$ cat src/sv/xmbs_pkg.sv
`default_nettype none

package xmbs_pkg;

    // block geometry defaults
    localparam int LONG_BLOCK_DEF  = 1024;
    localparam int LENGTH_BITS_DEF = 24;
    localparam int SHORT_BLOCK     = 128;

    // line characters
    localparam logic [7:0] PAD_BYTE   = 8'h1A;
    localparam logic [7:0] TYPE_SHORT = 8'h01;
    localparam logic [7:0] TYPE_LONG  = 8'h02;
    localparam logic [7:0] CH_ACK     = 8'h06;
    localparam logic [7:0] CH_NAK     = 8'h15;
    localparam logic [7:0] CH_CRC     = 8'h43;
    localparam logic [7:0] CH_EOT     = 8'h04;
    localparam logic [15:0] CRC_POLY  = 16'h1021;

    // item commands
    localparam logic [1:0] CMD_IMAGE = 2'd0;
    localparam logic [1:0] CMD_RX    = 2'd1;
    localparam logic [1:0] CMD_SLOT  = 2'd2;

    // protocol phases
    localparam logic [2:0] PH_LOAD       = 3'd0;
    localparam logic [2:0] PH_WAIT_START = 3'd1;
    localparam logic [2:0] PH_SEND       = 3'd2;
    localparam logic [2:0] PH_WAIT_REPLY = 3'd3;
    localparam logic [2:0] PH_SEND_END   = 3'd4;
    localparam logic [2:0] PH_DONE       = 3'd5;

    // line byte source, resolved one stage after the store read
    localparam logic [2:0] SEL_NONE   = 3'd0;
    localparam logic [2:0] SEL_IMM    = 3'd1;
    localparam logic [2:0] SEL_DATA   = 3'd2;
    localparam logic [2:0] SEL_PAD    = 3'd3;
    localparam logic [2:0] SEL_CHK_HI = 3'd4;
    localparam logic [2:0] SEL_CHK_LO = 3'd5;

    typedef struct packed {
        logic [2:0] sel;   // byte source
        logic [7:0] imm;   // header or EOT byte
        logic       crc;   // check mode of the block
        logic       clr;   // clear check after this item
    } t_byte_ctl;

    function automatic logic [15:0] crc_update(input logic [15:0] crc, input logic [7:0] b);
        logic [15:0] c;
        c = crc ^ {b, 8'h00};
        for (int k = 0; k < 8; k++) begin
            c = c[15] ? ((c << 1) ^ CRC_POLY) : (c << 1);
        end
        return c;
    endfunction

endpackage

`default_nettype wire

$ cat src/sv/xmbs_check.sv
`default_nettype none

// Line byte select and check accumulator (sum or CRC-16).
module xmbs_check (
    input  wire logic                i_clk,
    input  wire logic                i_rst_n,
    input  wire logic                i_adv,
    input  wire xmbs_pkg::t_byte_ctl i_ctl,
    input  wire logic [7:0]          i_rd_data,
    output      logic [7:0]          o_byte
);

    logic [15:0] r_check;
    logic [15:0] n_check;
    logic [7:0]  w_byte;

    always_comb begin
        case (i_ctl.sel)
            xmbs_pkg::SEL_IMM:    w_byte = i_ctl.imm;
            xmbs_pkg::SEL_DATA:   w_byte = i_rd_data;
            xmbs_pkg::SEL_PAD:    w_byte = xmbs_pkg::PAD_BYTE;
            xmbs_pkg::SEL_CHK_HI: w_byte = r_check[15:8];
            xmbs_pkg::SEL_CHK_LO: w_byte = r_check[7:0];
            default:              w_byte = 8'h00;
        endcase
    end

    always_comb begin
        n_check = r_check;
        if (i_adv) begin
            if (i_ctl.sel == xmbs_pkg::SEL_DATA || i_ctl.sel == xmbs_pkg::SEL_PAD) begin
                n_check = i_ctl.crc ? xmbs_pkg::crc_update(r_check, w_byte)
                                    : {8'h00, r_check[7:0] + w_byte};
            end
            if (i_ctl.clr) begin
                n_check = 16'h0000;
            end
        end
    end

    always_ff @(posedge i_clk) begin
        if (!i_rst_n) begin
            r_check <= 16'h0000;
        end else begin
            r_check <= n_check;
        end
    end

    assign o_byte = w_byte;

endmodule

`default_nettype wire

$ cat config.mk
export PLATFORM = sky130hd
export DESIGN_NAME = xmbs_check
export DESIGN_NICKNAME = d
export VERILOG_FILES = /design/src/sv/xmbs_pkg.sv /design/src/sv/xmbs_check.sv
export SDC_FILE = /design/constraint.sdc
export NUM_CORES = 1
export LEC_CHECK = 0
export ABC_CLOCK_PERIOD_IN_PS = 3030
export BUFFER_PORTS_ARGS = -buffer_cell sky130_fd_sc_hd__buf_2
export CORE_AREA = 2 2 79 81
export CTS_CLUSTER_DIAMETER = 80
export DETAILED_ROUTE_END_ITERATION = 8
export DIE_AREA = 0 0 81 83
export PLACE_DENSITY = 0.57
export SKIP_CTS_REPAIR_TIMING = 1
export SYNTH_ARGS = -nofsm -noshare
export SYNTH_HDL_FRONTEND = slang
export SYNTH_SLANG_ARGS = --single-unit
$ cat constraint.sdc
create_clock -name i_clk -period 3.03 [get_ports i_clk]
set_clock_uncertainty 0.2 [all_clocks]
set_input_delay 0.303 -clock i_clk [delete_from_list [all_inputs] [get_ports i_clk]]
set_output_delay 0.303 -clock i_clk [all_outputs]
set_load 0.05 [all_outputs]
==> results.md <==
* Status: finished, final reports clean
* Top reg by flops: r_check
* Sw Share at 33.07%
* Cell taking the most area after synthesis: dfxtp_1
* Mapped Area at 1695 µm²
* DR WL/cell at 14.97 µm
* H-Tree Depth at 1
* Clock buffer count from CTS at 3
* Hold EP: r_check[4]$_SDFFE_PN0P_
* Post-layout nets at 273
* HP Class: in2reg
* Core Footprint at around 5800 µm²
* Share of the synthesized area in the top cell type at a little under a fifth
* Syn avg cell area at approximately 8.6 µm²
* Total die area at 6723 µm²
* Drt first-iter violations at 104
* Synth warn at 0
* P_leak at a little under 0.9 nW
* Critical path's largest stage delay at about 410 ps
* Count of pins over their slew limit at 0
* # diodes at 0
* Worst Path Arrival at between 2000 and 3000 ps
* Routability congestion estimate at ~0.87
* EDFF count, synth at 0
* Detailed-route vias per instance at 5.057
* Synth Flop Type: dfxtp_1
* Syn nets at around 230
* Design area at a little over 2000 µm²
* Max Cap Viol at 0
* Pre-antenna DRT Iters at 5
* I/O pin count at 32
* Critical-path cell list: mux2_4 -> a221o_2 -> ha_1 -> fa_1 -> a21o_1 -> a21oi_1 -> o21ai_0 -> xor2_1 -> a22oi_1 -> o22ai_1
* Slew @ Worst Pin at around 500 ps
* Top cells by count, synth: o21ai_0 (17), dfxtp_1 (16), nand2_1 (15)
* Psw at 0.2071 mW
* Maximum clock frequency at 346.0 MHz
* Combinational share of power at roughly 34%
* Largest net degree at the start of global routing at 17
* Max FO, Critical Path at 4
* IO Port Bufs at 31
* Setup tns final at 0 ps
* Pwr per Cell Area at roughly 300 nW/µm²
* Final Non-Filler Cells at between 300 and 400
* Hold Vio Cnt, Final at 0
* Synth area leaders: dfxtp_1 (19%), ha_1 (5.2%), xnor2_1 (5.2%), xor2_1 (5.2%), o21ai_0 (5.0%)
* Vias in the first global route at approximately 1,600
* FF-to-FF setup slack at between 100 and 150 ps
* Die width at 81 µm
* Post-detail-place hpwl at 3828 µm
* Starting Density at a little under 30%
* Reg-to-Reg Start: r_check[0]$_SDFFE_PN0P_
* Max reg flops at 16
* Crit path kind: reg2reg
* Req. time, crit path at ~3000 ps
* Worst Reg-to-Reg Cells at 10
* WHS Path Cells at 2
* Tmin final at 2890 ps
* Seq/Total Area, Yosys at approximately a fifth
* Cell Area, Placed at around 2000 µm²
* TritonCTS clock tree: done
* Fraction of layout cells with a size suffix above 1 at approximately 32%
* Worst-Skew Late Latency at roughly 260 ps
* Slew HR at between 60% and 70%
* Longest Clk Path Bufs at 2
* Synthesis-stage register bit count at 16
* # DRC at 0
* Internal Pwr Total at between 0.4 and 0.5 mW
* Clock slew at reported path FFs at about 70 ps
* Vias at about 1,600
* GRT Residual Overflow at 0
* Core Rows at 28
* Startpoint Class: register
* Cell variety after synth at 56
* Most frequent cell after synthesis: o21ai_0
* Routed Antenna Nets at 0
* P&R area growth vs syn at 21.92%
* Clk pwr share at between 30% and 40%
* Global-route usage over all layers at 14.97%
* Mapped Cells at around 200
* Antenna violations before repair at 0
* Seq pwr share at between 30 and 40%
* Endpoints failing setup at 0
* Cell count after placement at approximately 310
* Crit-path slowest cell: fa_1
* Unrepaired setup endpoints after global routing: no
* WL final at approximately 4700 µm
* FF-to-FF End: r_check[6]$_SDFFE_PN0P_
* Async S/R FF share, synth at 0%
* Clock tree root buffer cell: clkbuf_8
* Final Power at 0.6263 mW
* Worst vdd ir at 0.1658 mV
* First-pass GRT wire length at 7879 µm
* CTS Sinks at 16
* Regs by FF count: r_check x16
* Period utilisation layout at 95.39%
* Fillers at 623
* Die Y-Extent at 83 µm
* Hold Startpoint: i_rst_n
* WHS at roughly 130 ps
* Crit. End Element: register
## power by group through the flow
stage | Clock [mW] | Sequential (mW) | Combinational [mW]
after floorplan | 0 | 0.220 | 0.154
final | 0.197 | 0.216 | 0.214
after CTS | 0.202 | 0.216 | 0.215
after global routing | 0.210 | 0.216 | 0.234
after detailed placement | 0 | 0.221 | 0.214
after global placement | 0 | 0.221 | 0.212
## per-stage QoR
stage	setup WS (ps)	utilization [%]
after global placement	52.63	34.60
after CTS	139.8	35.54
after detailed placement	11.83	34.60
after global routing	8.318	35.54
after floorplan	-28.07	-
final	139.6	35.54
## layout make-up
cell class / instances / area [µm²] / share of cell area [%]
Inverter: 1 / 3.754 / 0.1816
Tap cell: 75 / 93.84 / 4.540
Clock buffer: 4 / 55.05 / 2.663
Multi-Input combinational cell: 169 / 1296 / 62.71
Sequential cell: 16 / 320.3 / 15.50
Timing Repair Buffer: 50 / 297.8 / 14.41
## placed cells by master, fill, tap and decap left out, types with 5 or more instances in the layout
cell type   n
nand2_1    15
xor2_1     10
nor2_1     10
ha_1        7
o21ai_0    17
nand3b_1    6
buf_2      31
nor2b_1     9
buf_4      19
mux2i_1     5
dfxtp_1    16
o21ai_1     5
a21oi_1     9
xnor2_1    10
## layer usage
metal  up-vias  part of all wire [%]  global-route usage (%)
met1       741                    46                   19.15
li1        811                     -                       -
met4         0                   2.0                   4.160
met3        10                   3.1                   2.826
met2        31                    49                   25.24
met5         -                     0                       0
## cell families (layout without fill, tap and decap cells)
| group | after synthesis | count (layout) | share of synthesized area, % |
|---|---|---|---|
| muxes | 8 | 8 | 5.166 |
| DFF | 16 | 16 | 18.89 |
| adders and majority gates | 8 | 8 | 6.347 |
| buffers and inverters | 12 | 55 | 5.977 |
| and+or+nand+nor | 59 | 59 | 20.37 |
| AOI/OAI and AO/OA | 71 | 71 | 30.04 |
| xor gates and xnor gates | 23 | 23 | 13.21 |
## critical path, delay by kind of cell, from the launching register on
family,cells,cell delay (ps)
adders and majority gates,2,640
xor gates and xnor gates,1,150
AOI/OAI and AO/OA,6,1170
muxes,1,270
DFF,1,350
## worst max-delay path by stage
stage / start / to / slack [ps] / depth (start not counted)
after global placement: i_ctl[10] / r_check[6]$_SDFFE_PN0P_ / 50 / 11
after global routing: r_check[0]$_SDFFE_PN0P_ / r_check[6]$_SDFFE_PN0P_ / 8 / 10
after detailed placement: i_ctl[10] / r_check[6]$_SDFFE_PN0P_ / 10 / 11
after floorplan: i_ctl[10] / r_check[7]$_SDFFE_PN0P_ / -30 / 11
final: r_check[0]$_SDFFE_PN0P_ / r_check[6]$_SDFFE_PN0P_ / 140 / 10
after CTS: r_check[0]$_SDFFE_PN0P_ / r_check[6]$_SDFFE_PN0P_ / 140 / 10
Power figures use the tool's default switching activity.
